## config.mk

```make
export PLATFORM = sky130hd
export DESIGN_NAME = bitmap_page_section_allocator
export DESIGN_NICKNAME = d
export VERILOG_FILES = /design/src/hw/rtl/bpsa_pkg.sv /design/src/hw/rtl/bpsa_adder.sv /design/src/hw/rtl/bpsa_map_ram.sv /design/src/hw/rtl/bitmap_page_section_allocator.sv
export SDC_FILE = /design/constraint.sdc
export NUM_CORES = 2
export LEC_CHECK = 0
export BUFFER_PORTS_ARGS = -buffer_cell sky130_fd_sc_hd__buf_2
export CAP_MARGIN = 20
export CORE_ASPECT_RATIO = 0.6
export CORE_UTILIZATION = 40
export DETAILED_ROUTE_END_ITERATION = 12
export HOLD_SLACK_MARGIN = 0.02
export SYNTH_ARGS = -nofsm -noshare
export SYNTH_HDL_FRONTEND = slang
export SYNTH_SLANG_ARGS = --single-unit
```

## constraint.sdc

```tcl
create_clock -name clk_i -period 5.6 [get_ports clk_i]
set_input_delay 1.12 -clock clk_i [delete_from_list [all_inputs] [get_ports clk_i]]
set_output_delay 1.12 -clock clk_i [all_outputs]
set_load 0.05 [all_outputs]
```

## src/hw/rtl/bpsa_pkg.sv

```systemverilog
// ----------------------------------------------------------------------------
// bpsa_pkg
// Shared types and constants of the bitmap page and section allocator.
// ----------------------------------------------------------------------------
`default_nettype none

package bpsa_pkg;

  localparam int ADDR_W        = 48;
  localparam int KIND_W        = 2;
  localparam int ENTRIES       = 512;
  localparam int PAGE_SHIFT    = 12;
  localparam int SECTION_SHIFT = 21;

  // Bitmap storage: both maps live in one RAM of WORD_W-bit rows.
  localparam int WORD_W    = 32;
  localparam int BIT_W     = $clog2(WORD_W);
  localparam int ROWS      = (ENTRIES + WORD_W - 1) / WORD_W;
  localparam int ROW_W     = (ROWS > 1) ? $clog2(ROWS) : 1;
  localparam int IDX_W     = ROW_W + BIT_W;
  localparam int MEM_AW    = ROW_W + 1;
  localparam int MEM_DEPTH = 2 ** MEM_AW;

  // Shared adder operates on one bit more than an address and returns a borrow bit.
  localparam int OPND_W = ADDR_W + 1;
  localparam int SUM_W  = ADDR_W + 2;

  localparam logic [ADDR_W-1:0] LIMIT_RESET = ADDR_W'(536870912);

  localparam int CFG_IDX_W = 1;
  localparam logic [CFG_IDX_W-1:0] REG_BASE  = CFG_IDX_W'(0);
  localparam logic [CFG_IDX_W-1:0] REG_LIMIT = CFG_IDX_W'(1);

  typedef enum logic [KIND_W-1:0] {
    KIND_ALLOC_PAGE    = 2'd0,
    KIND_FREE_PAGE     = 2'd1,
    KIND_ALLOC_SECTION = 2'd2,
    KIND_FREE_SECTION  = 2'd3
  } kind_e;

  typedef struct packed {
    logic [OPND_W-1:0] a;
    logic [OPND_W-1:0] b;
    logic              sub;
  } adder_req_t;

endpackage

`default_nettype wire

```

## src/hw/rtl/bpsa_adder.sv

```systemverilog
// ----------------------------------------------------------------------------
// bpsa_adder
// Shared add/subtract unit used for address arithmetic and limit checks.
// ----------------------------------------------------------------------------
`default_nettype none

module bpsa_adder (
  input  var bpsa_pkg::adder_req_t           req_i,
  output logic [bpsa_pkg::SUM_W-1:0]         sum_o
);

  logic [bpsa_pkg::SUM_W-1:0] a_ext;
  logic [bpsa_pkg::SUM_W-1:0] b_ext;

  assign a_ext = {1'b0, req_i.a};
  assign b_ext = {1'b0, req_i.b};

  // The top bit of a subtraction is the borrow, set when a is below b.
  assign sum_o = req_i.sub ? (a_ext - b_ext) : (a_ext + b_ext);

endmodule

`default_nettype wire

```

## src/hw/rtl/bpsa_map_ram.sv

```systemverilog
// ----------------------------------------------------------------------------
// bpsa_map_ram
// Bitmap storage for the page map and the section map, one row per address.
// ----------------------------------------------------------------------------
`default_nettype none

module bpsa_map_ram (
  input  logic                          clk_i,
  input  logic                          we_i,
  input  logic [bpsa_pkg::MEM_AW-1:0]   waddr_i,
  input  logic [bpsa_pkg::WORD_W-1:0]   wdata_i,
  input  logic [bpsa_pkg::MEM_AW-1:0]   raddr_i,
  output logic [bpsa_pkg::WORD_W-1:0]   rdata_o
);

  logic [bpsa_pkg::WORD_W-1:0] mem_q [bpsa_pkg::MEM_DEPTH];
  logic [bpsa_pkg::WORD_W-1:0] rdata_q;

  always_ff @(posedge clk_i) begin
    if (we_i) begin
      mem_q[waddr_i] <= wdata_i;
    end
  end

  always_ff @(posedge clk_i) begin
    rdata_q <= mem_q[raddr_i];
  end

  assign rdata_o = rdata_q;

endmodule

`default_nettype wire

```

## src/hw/rtl/bitmap_page_section_allocator.sv

```systemverilog
// Allocate: bitmap rows are scanned one 32-bit row per cycle until a free bit is found or
// the map is full; the address is then formed and checked against the limit. Free: the bit
// is cleared unless the address lies below the base or beyond the map.
// Throughput: one request at a time; the next is taken once the result is registered.
// Reset: registers take their reset values, then a clearing pass over all 2 * 2^ROW_W rows
// (32 at 512 entries) initializes both maps; no request is taken meanwhile.
// ----------------------------------------------------------------------------
// bitmap_page_section_allocator
// First-fit page and section allocator over two bitmaps sharing one base.
// ----------------------------------------------------------------------------
`default_nettype none

module bitmap_page_section_allocator (
  input  logic                                clk_i,
  input  logic                                rst_ni,
  // Configuration write channel
  input  logic                                cfg_valid_i,
  output logic                                cfg_ready_o,
  input  logic [bpsa_pkg::CFG_IDX_W-1:0]      cfg_index_i,
  input  logic [bpsa_pkg::ADDR_W-1:0]         cfg_data_i,
  // Request stream
  input  logic                                s_axis_tvalid_i,
  output logic                                s_axis_tready_o,
  input  logic [bpsa_pkg::ADDR_W-1:0]         s_axis_tdata_i,  // [47:0] address
  input  logic [bpsa_pkg::KIND_W-1:0]         s_axis_tuser_i,  // [1:0] kind
  // Result stream
  output logic                                m_axis_tvalid_o,
  input  logic                                m_axis_tready_i,
  output logic [bpsa_pkg::ADDR_W-1:0]         m_axis_tdata_o,  // [47:0] address_out
  output logic                                m_axis_tuser_o   // [0] ok
);

  localparam int ST_W = 4;
  localparam logic [ST_W-1:0] S_CLEAR = 4'd0;
  localparam logic [ST_W-1:0] S_IDLE  = 4'd1;
  localparam logic [ST_W-1:0] S_SCAN  = 4'd2;
  localparam logic [ST_W-1:0] S_ADD   = 4'd3;
  localparam logic [ST_W-1:0] S_CMP   = 4'd4;
  localparam logic [ST_W-1:0] S_SUB   = 4'd5;
  localparam logic [ST_W-1:0] S_FCHK  = 4'd6;
  localparam logic [ST_W-1:0] S_FWR   = 4'd7;
  localparam logic [ST_W-1:0] S_DONE  = 4'd8;

  localparam logic [bpsa_pkg::ROW_W-1:0]  LAST_ROW  = bpsa_pkg::ROW_W'(bpsa_pkg::ROWS - 1);
  localparam logic [bpsa_pkg::MEM_AW-1:0] LAST_CLR  = {bpsa_pkg::MEM_AW{1'b1}};
  localparam logic [bpsa_pkg::MEM_AW-1:0] SEC_ROW0  = {1'b1, {bpsa_pkg::ROW_W{1'b0}}};

  // Bits that allocation must never hand out: beyond the map, or section index zero.
  function automatic logic [bpsa_pkg::WORD_W-1:0] blocked_bits(
    input logic                         sec,
    input logic [bpsa_pkg::ROW_W-1:0]   row
  );
    logic [bpsa_pkg::WORD_W-1:0] m;
    logic [bpsa_pkg::IDX_W:0]    pos;
    m = '0;
    for (int b = 0; b < bpsa_pkg::WORD_W; b++) begin
      pos  = {1'b0, row, bpsa_pkg::BIT_W'(b)};
      m[b] = (pos >= (bpsa_pkg::IDX_W + 1)'(bpsa_pkg::ENTRIES));
    end
    if (sec && (row == '0)) begin
      m[0] = 1'b1;
    end
    return m;
  endfunction

  function automatic logic [bpsa_pkg::BIT_W-1:0] first_zero(
    input logic [bpsa_pkg::WORD_W-1:0] w
  );
    logic [bpsa_pkg::BIT_W-1:0] r;
    r = '0;
    for (int b = bpsa_pkg::WORD_W - 1; b >= 0; b--) begin
      if (!w[b]) begin
        r = bpsa_pkg::BIT_W'(b);
      end
    end
    return r;
  endfunction

  logic [ST_W-1:0]                  state_q, state_d;
  logic [bpsa_pkg::MEM_AW-1:0]      clr_q, clr_d;
  logic [bpsa_pkg::ADDR_W-1:0]      base_q, limit_q;
  logic [bpsa_pkg::ADDR_W-1:0]      addr_q, addr_d;
  logic                             sec_q, sec_d;
  logic [bpsa_pkg::ROW_W-1:0]       row_q, row_d;
  logic [bpsa_pkg::BIT_W-1:0]       bit_q, bit_d;
  logic [bpsa_pkg::OPND_W-1:0]      sum_q, sum_d;
  logic                             below_q, below_d;
  logic [bpsa_pkg::ADDR_W-1:0]      res_addr_q, res_addr_d;
  logic                             res_ok_q, res_ok_d;
  logic                             m_valid_q, m_valid_d;
  logic [bpsa_pkg::ADDR_W-1:0]      m_data_q, m_data_d;
  logic                             m_ok_q, m_ok_d;

  bpsa_pkg::adder_req_t             add_req;
  logic [bpsa_pkg::SUM_W-1:0]       add_sum;

  logic                             mem_we;
  logic [bpsa_pkg::MEM_AW-1:0]      mem_waddr;
  logic [bpsa_pkg::WORD_W-1:0]      mem_wdata;
  logic [bpsa_pkg::WORD_W-1:0]      mem_rdata;

  logic [bpsa_pkg::WORD_W-1:0]      scan_word;
  logic [bpsa_pkg::BIT_W-1:0]       scan_bit;
  logic [bpsa_pkg::OPND_W-1:0]      idx_ext;
  logic [bpsa_pkg::OPND_W-1:0]      offset;
  logic [bpsa_pkg::ADDR_W-1:0]      free_idx;
  logic                             in_xfer;
  logic                             kind_sec;
  logic                             kind_alloc;

  bpsa_adder u_adder (
    .req_i (add_req),
    .sum_o (add_sum)
  );

  bpsa_map_ram u_map_ram (
    .clk_i   (clk_i),
    .we_i    (mem_we),
    .waddr_i (mem_waddr),
    .wdata_i (mem_wdata),
    .raddr_i ({sec_d, row_d}),
    .rdata_o (mem_rdata)
  );

  assign cfg_ready_o     = 1'b1;
  assign s_axis_tready_o = (state_q == S_IDLE);
  assign in_xfer         = s_axis_tvalid_i && s_axis_tready_o;

  assign kind_sec   = (s_axis_tuser_i == bpsa_pkg::KIND_ALLOC_SECTION) ||
                      (s_axis_tuser_i == bpsa_pkg::KIND_FREE_SECTION);
  assign kind_alloc = (s_axis_tuser_i == bpsa_pkg::KIND_ALLOC_PAGE) ||
                      (s_axis_tuser_i == bpsa_pkg::KIND_ALLOC_SECTION);

  assign scan_word = mem_rdata | blocked_bits(sec_q, row_q);
  assign scan_bit  = first_zero(scan_word);
  assign idx_ext   = bpsa_pkg::OPND_W'({row_q, bit_q});
  assign offset    = sec_q ? (idx_ext << bpsa_pkg::SECTION_SHIFT)
                           : (idx_ext << bpsa_pkg::PAGE_SHIFT);
  assign free_idx  = sec_q ? (sum_q[bpsa_pkg::ADDR_W-1:0] >> bpsa_pkg::SECTION_SHIFT)
                           : (sum_q[bpsa_pkg::ADDR_W-1:0] >> bpsa_pkg::PAGE_SHIFT);

  always_comb begin
    state_d    = state_q;
    clr_d      = clr_q;
    addr_d     = addr_q;
    sec_d      = sec_q;
    row_d      = row_q;
    bit_d      = bit_q;
    sum_d      = sum_q;
    below_d    = below_q;
    res_addr_d = res_addr_q;
    res_ok_d   = res_ok_q;
    mem_we     = 1'b0;
    mem_waddr  = {sec_q, row_q};
    mem_wdata  = '0;
    add_req.a  = {1'b0, addr_q};
    add_req.b  = {1'b0, base_q};
    add_req.sub = 1'b1;

    unique case (state_q)
      S_CLEAR: begin
        mem_we    = 1'b1;
        mem_waddr = clr_q;
        mem_wdata = (clr_q == SEC_ROW0) ? bpsa_pkg::WORD_W'(1) : '0;
        clr_d     = clr_q + 1'b1;
        if (clr_q == LAST_CLR) begin
          state_d = S_IDLE;
        end
      end
      S_IDLE: begin
        if (in_xfer) begin
          addr_d  = s_axis_tdata_i;
          sec_d   = kind_sec;
          row_d   = '0;
          state_d = kind_alloc ? S_SCAN : S_SUB;
        end
      end
      S_SCAN: begin
        if (&scan_word) begin
          if (row_q == LAST_ROW) begin
            res_addr_d = '0;
            res_ok_d   = 1'b0;
            state_d    = S_DONE;
          end else begin
            row_d = row_q + 1'b1;
          end
        end else begin
          bit_d     = scan_bit;
          mem_we    = 1'b1;
          mem_wdata = mem_rdata | (bpsa_pkg::WORD_W'(1) << scan_bit);
          state_d   = S_ADD;
        end
      end
      S_ADD: begin
        add_req.a   = {1'b0, base_q};
        add_req.b   = offset;
        add_req.sub = 1'b0;
        sum_d       = add_sum[bpsa_pkg::OPND_W-1:0];
        state_d     = S_CMP;
      end
      S_CMP: begin
        add_req.a   = sum_q;
        add_req.b   = {1'b0, limit_q};
        add_req.sub = 1'b1;
        // A borrow means the granted address lies below the memory limit.
        res_ok_d    = add_sum[bpsa_pkg::SUM_W-1];
        res_addr_d  = add_sum[bpsa_pkg::SUM_W-1] ? sum_q[bpsa_pkg::ADDR_W-1:0] : '0;
        state_d     = S_DONE;
      end
      S_SUB: begin
        sum_d   = add_sum[bpsa_pkg::OPND_W-1:0];
        below_d = add_sum[bpsa_pkg::SUM_W-1];
        state_d = S_FCHK;
      end
      S_FCHK: begin
        res_addr_d = '0;
        if (below_q || (free_idx >= bpsa_pkg::ADDR_W'(bpsa_pkg::ENTRIES))) begin
          res_ok_d = 1'b0;
          state_d  = S_DONE;
        end else begin
          row_d   = free_idx[bpsa_pkg::IDX_W-1:bpsa_pkg::BIT_W];
          bit_d   = free_idx[bpsa_pkg::BIT_W-1:0];
          state_d = S_FWR;
        end
      end
      S_FWR: begin
        mem_we    = 1'b1;
        mem_wdata = mem_rdata & ~(bpsa_pkg::WORD_W'(1) << bit_q);
        res_ok_d  = 1'b1;
        state_d   = S_DONE;
      end
      S_DONE: begin
        if (!m_valid_q || m_axis_tready_i) begin
          state_d = S_IDLE;
        end
      end
      default: begin
        state_d = S_IDLE;
      end
    endcase
  end

  // Output register: loaded from the finished result when the slot is free or being emptied.
  always_comb begin
    m_valid_d = m_valid_q;
    m_data_d  = m_data_q;
    m_ok_d    = m_ok_q;
    if (m_valid_q && m_axis_tready_i) begin
      m_valid_d = 1'b0;
    end
    if ((state_q == S_DONE) && (!m_valid_q || m_axis_tready_i)) begin
      m_valid_d = 1'b1;
      m_data_d  = res_addr_q;
      m_ok_d    = res_ok_q;
    end
  end

  always_ff @(posedge clk_i or negedge rst_ni) begin
    if (!rst_ni) begin
      state_q   <= S_CLEAR;
      clr_q     <= '0;
      m_valid_q <= 1'b0;
      base_q    <= '0;
      limit_q   <= bpsa_pkg::LIMIT_RESET;
    end else begin
      state_q   <= state_d;
      clr_q     <= clr_d;
      m_valid_q <= m_valid_d;
      if (cfg_valid_i && cfg_ready_o) begin
        unique case (cfg_index_i)
          bpsa_pkg::REG_BASE:  base_q  <= cfg_data_i;
          bpsa_pkg::REG_LIMIT: limit_q <= cfg_data_i;
          default: ;
        endcase
      end
    end
  end

  always_ff @(posedge clk_i) begin
    addr_q     <= addr_d;
    sec_q      <= sec_d;
    row_q      <= row_d;
    bit_q      <= bit_d;
    sum_q      <= sum_d;
    below_q    <= below_d;
    res_addr_q <= res_addr_d;
    res_ok_q   <= res_ok_d;
    m_data_q   <= m_data_d;
    m_ok_q     <= m_ok_d;
  end

  assign m_axis_tvalid_o = m_valid_q;
  assign m_axis_tdata_o  = m_data_q;
  assign m_axis_tuser_o  = m_ok_q;

endmodule

`default_nettype wire

```

== Yosys cells after proc, flatten, opt, wreduce, memory -nomap -nowiden ==
Memory sizes are Yosys's and may differ from the RTL's. A register that Yosys moved wholly into a read port is not among the register bits.
Index checks and enable logic that the tools add are counted.
Word-level totals
  register bits after elaboration: 312
  RAM bits: 1024
  input port bits: 104
  output and inout bits: 52
  word-level logic and storage cells: 150
  memories: 1
Operators by class
  add/sub/neg operators: 4
  order comparisons: 1
  equality and inequality tests: 22
  shift-type cells: 2
  multiplexer cells: 73
  bitwise logic cells: 5
  reductions and logical operators: 27
Memory list
  u_map_ram.mem_q: words 32, bits a word 32, read ports 1, clocked after memory_dff 1, write ports 1, line bpsa_map_ram.sv:16  | logic [bpsa_pkg::WORD_W-1:0] mem_q [bpsa_pkg::MEM_DEPTH];
Operators with widths (number)
  $pmux 99 s2: 1
  $mux 5: 35
  $mux 48: 3
  $pmux 48 s3: 1
  $pmux 32 s3: 1
  $shl 1x5->32 const A: 2
  $add 49x49->50: 1
  $mux 50: 1
  $sub 49x49->50: 1
  $mux 4: 10
  $ge 36x10->1 const B: 1
  $mux 36: 1
  $and 32x32->32: 1
  $mux 32: 1
  $not 32->32: 1
  $or 32x1->32: 1
  $or 32x32->32: 1
  $pmux 4 s8: 1
  $reduce_and 32->1: 1
  $mux 30: 1
  $eq 4x3->1 const B: 4
  $ne 2x2->1 const B: 7
  $mux 1: 12
  $pmux 4 s3: 1
  other kinds (26): 44

== Depth between registers and ports, before layout ==
  word-level depth: 40
  gate-level depth with buffers: 25
  depth with buffers taken out: 19

== Hierarchy ==
Synthesis repeated with hierarchy kept, for this count alone.
Second synthesis, totals
  cells, all modules: 3935
  area, all modules: 58058.2 um2
Modules (own cells, without submodules)
  bpsa_map_ram: instances 1, cells each 2260, area each 40485.1 um2, sequential area each 31390.1 um2
  bitmap_page_section_allocator: instances 1, cells each 1116, area each 13839.5 um2, sequential area each 8789.7 um2
  bpsa_adder: instances 1, cells each 559, area each 3733.6 um2, sequential area each 0.0 um2

== Worst setup path after synthesis ==
OpenSTA, ideal clock, no wires.
  path kind: flip-flop to flip-flop
  from: register state_q[3]
  to: register res_addr_q[10] (netlist name), data pin
  setup time: 0.270 ns
  data arrival time: 5.370 ns
  data required time: 5.330 ns
  slack: -0.040 ns
  cell stages (with the launch flop): 26
  path buffers: 7
  clock period less this slack: 5.640 ns
  cells stage by stage: dfrtp_1 > buf_2 > nor4b_4 > clkbuf_1 > clkbuf_1 > clkbuf_1 > clkbuf_1 > a22oi_1 > ha_1 > nand4_1 > nor2_2 > a31oi_1 > o21bai_2 > a221oi_1 > ha_1 > and4_1 > nand3_1 > o21ai_0 > a31oi_1 > o21ai_0 > a41o_1 > o21ai_0 > a21oi_1 > clkbuf_1 > buf_1 > nor3_1
On the way
  longest elaborated chain between the ends: 6
  elaborated cells between the ends (all ways): 10
  classes of those cells: add/sub (2); eq/ne (4); mux (4)
RTL lines
  start, declared: line bitmap_page_section_allocator.sv:79  | logic [ST_W-1:0] state_q, state_d;
  start signal, assigned: line bitmap_page_section_allocator.sv:266  | state_q <= state_d;
  $eq 4x3->1 / $eq 4x2->1 (equally long branches): line bitmap_page_section_allocator.sv:160  | unique case (state_q)
  $pmux 99 s2: line bitmap_page_section_allocator.sv:160
  $add 49x49->50 / $sub 49x49->50 (equally long branches): line bpsa_adder.sv:19  | assign sum_o = req_i.sub ? (a_ext - b_ext) : (a_ext + b_ext);
  $mux 50: line bpsa_adder.sv:19
  $mux 48: line bitmap_page_section_allocator.sv:207  | res_addr_d = add_sum[bpsa_pkg::SUM_W-1] ? sum_q[bpsa_pkg::ADDR_W-1:0] : '0;
  $pmux 48 s3 (*): line bitmap_page_section_allocator.sv:160
  end signal, assigned: line bitmap_page_section_allocator.sv:286  | res_addr_q <= res_addr_d;
  end, declared: line bitmap_page_section_allocator.sv:88  | logic [bpsa_pkg::ADDR_W-1:0] res_addr_q, res_addr_d;
Mark *: on every way between the ends. The rest lies on a longest branch, timed or not.
A chain may end at the register's enable or synchronous reset.

== Final worst setup path ==
  from: register state_q[2]
  to: register res_addr_q[30] (netlist name), data pin
The elaborated chain is that of the path after synthesis.

==> impl_metrics.toml <==
[outcome]
status = "complete, no violations"

[worst_setup_path]
worstReg2RegStart = "state_q[2]"
crit_path_end_kind = "register"
criticalPathCategory = "register to register"
r2r_cells = 23
required_ns = 6.17
startpoint = "state_q[2]"
r2r_slack_ns = 0.07
startpoint_type = "register"
crit_arrival_ns = 6.10
r2r-end = "res_addr_q[30]"
cp_max_fo = 12

[logic_synthesis]
synth_warnings = 0
synth_seq_area_share = 0.684
synthTopCellsByArea = "edfxtp_1 63%, dfrtp_1 4.5%, nand2_1 4.2%"
syn-cell-area_um2 = 58700
synth_nets = 4565
ys.flop_type = "edfxtp_1"
syn_area_per_cell_um2 = 13.3
synth_cell_type_count = 93
synth-async-reset-ratio = 0.0775
synthCells = 4405
yosys.area.top_type = "edfxtp_1"
synth_top_area_frac = 0.626
synth_seq_cells = 1368
synth_edf_count = 1225

[pwr]
power_density_nw_per_um2 = 483
p_total_mw = 33.1
leakage_nw = 23.7
ir_drop_uv = 310

[clock_tree]
cts_tree = "done"
clk_latency_ns = 0.76
clkSlewWorstSetupHoldPaths_ns = 0.08
htreeDepth = 3
cts_buffer_depth = 3
cts.sinks = 1368
cts_root_buf = "clkbuf_16"
cts_buffers = 116

[floorplan]
initial_core_util = 0.405
dieArea_um2 = 148000
num_rows = 108
ioPinCount = 156
core_area_um2 = 145000
die_w_um = 497
die_y_um = 299

[global_route]
grt_pass1_wl_um = 269000
grt_max_degree = 185
track_usage = 0.249
antenna_found_initial = 7
grt_overflow_total = 0
grt_pass1_vias = 37300

[placed_design]
hpwl_um = 113000
dpl-instance-area_um2 = 63600
io_buffers = 154
placedCellCount = 6459
place_congestion = 0.965

[timing]
finalMaxSlewViolations = 0
setup_viol = 0
clock_skew_ns = 0.0315
whs_ns = 0.413
tns_ns = 0
slew_headroom = 0.174
hold_viol = 0
min_period_over_period = 0.988
tightest_slew_ns = 1.24
max_freq_mhz = 181
min_period_ns = 5.53

[route]
drt-initial-drc-count = 5971
drc_errors = 0
routedWlPerCell_um = 28.2
num_vias = 40600
routed_via_density = 6.06
wl_um = 189000
dr.pass1.iters = 6
drtAntennaViolNets = 0

[worst_hold_path]
min_to = "m_axis_tdata_o[43]"
hp-class = "register to register"
whs_path_depth = 0
min_from = "res_addr_q[43]"

[finish]
stdcell_area_um2 = 68500
final_net_count = 4838
area_growth_pct = 16.7
fin_cells = 6711
layout-drive-gt1-share = 0.210

[flow_run]
max_cap_viol_count = 0
-- worst max-delay path, stage by stage (launching register included) --
cell and delay, ns:
dfrtp_2 0.40, buf_4 0.16, nor4bb_4 0.36, nor2_4 0.08, a221o_1 0.34, or2_4 0.28
or4_4 0.61, nor2_4 0.13, buf_6 0.14, a31oi_4 0.11, o21bai_4 0.27, buf_6 0.19
a221oi_2 0.17, ha_1 0.31, a21oi_1 0.19, o21ai_1 0.11, a31oi_2 0.17, o21ai_1 0.08
a41o_2 0.30, o21ai_4 0.21, a21oi_4 0.08, buf_12 0.16, clkbuf_16 0.19, nor4b_2 0.24
-- repair_timing --
action | in CTS | in global routing
pin swaps | 1 | 32
endpoints found under the setup margin | 66 | 69
resized for setup | 17 | 107
hold buffers | 0 | 0
gates cloned | 0 | 4
setup buffers | 1 | 15
-- worst max path at each step --
stage	to	slack (ns)
detailed placement	res_addr_q[42]	-0.61
global route	res_addr_q[39]	-0.13
finish	res_addr_q[30]	0.07
CTS	res_addr_q[47]	0.02
global placement	res_addr_q[13]	-0.41
floorplan	res_addr_q[10]	0.04
-- report_power, final --
group / leakage (nW) / total (mW) / switching [mW] / internal [mW]
Combinational: 9.33 / 10.9 / 6.86 / 4.02
Sequential: 12.4 / 13.9 / 0.767 / 13.1
Clock: 1.91 / 8.37 / 3.88 / 4.49
Total: 23.7 / 33.1 / 11.5 / 21.6
-- cell type report --
cell class	count	area (µm²)
timing repair buffer	476	3740
tap	1925	2410
clock buffer	160	3350
inverter	43	180
multi-input combinational	2673	18100
sequential	1368	40200
clock inverter	61	562
fill	12800	76600
antenna	5	12.5
-- sequential cells by signal (all words and copies together), names as in the netlist, 32 cells and up --
signal	flops
addr_q	48
base_q	48
limit_q	48
m_axis_tdata_o	48
res_addr_q	48
sum_q	49
u_map_ram.mem_q	1024
u_map_ram.rdata_o	32
-- placed cells by master (no fill, tap or decap), drive strengths merged, types with 12 or more instances in the layout --
cell	Yosys	layout
edfxtp	1225	1225
nand2	663	663
buf	125	474
and3	300	300
a211oi	298	298
a31oi	183	183
clkbuf	196	162
o21ai	149	149
nor2	119	119
dfrtp	105	105
mux2	102	102
a21oi	85	85
o22ai	70	70
a31o	70	70
ha	55	55
inv	42	48
nor3	45	45
a21o	44	44
clkinv	1	43
nor4	42	42
a22oi	39	39
nor4b	38	38
dfxtp	37	37
xnor2	35	35
a22o	35	35
nand3	31	31
a221oi	23	23
xor2	20	20
o21a	16	16
nand4	15	15
a32o	14	14
nor2b	14	14
a221o	12	12
and2	12	12
-- cell families (layout without fill, tap and decap cells) --
family / Yosys count / after routing / synth area share
buffers and inverters: 364 / 740 / 0.0261
other: 1 / 6 / 0.0000639
adder cells (fa/ha/maj): 56 / 56 / 0.0121
AO/OA/AOI/OAI: 1105 / 1105 / 0.132
flip-flops: 1368 / 1368 / 0.684
AND/OR/NAND/NOR: 1345 / 1345 / 0.116
XOR/XNOR: 55 / 55 / 0.00820
multiplexers: 111 / 111 / 0.0211
-- stage by stage --
stage	utilization	setup slack (ns)
after floorplan	-	0.0386
after global placement	0.438	-0.414
after detailed placement	0.439	-0.613
after CTS	0.466	0.0176
after global routing	0.472	-0.126
final	0.472	0.0672
-- cells in the mapped netlist, drive strengths merged (11+ instances only) --
cell type,count
o21ai,149
a31oi,183
ha,55
buf,125
or3,11
a22oi,39
edfxtp,1225
a22o,35
a32o,14
nor4,42
nand4,15
a221o,12
and2,12
a221oi,23
a211oi,298
inv,42
a21oi,85
dfrtp,105
nand2,663
nor3,45
nand3,31
nor2,119
xor2,20
nor4b,38
a31o,70
clkbuf,196
xnor2,35
nor2b,14
o21a,16
dfxtp,37
nand2b,11
o22ai,70
a21o,44
and3,300
mux2,102
-- layer usage --
layer | up-vias | track usage | wire length [µm]
li1 | 17700 | - | -
met1 | 20600 | 0.404 | 88600
met2 | 2143 | 0.322 | 74800
met3 | 224 | 0.0708 | 22700
met4 | 0 | 0.0480 | 3350
met5 | - | 0 | 0
Power figures use the tool's default switching activity.
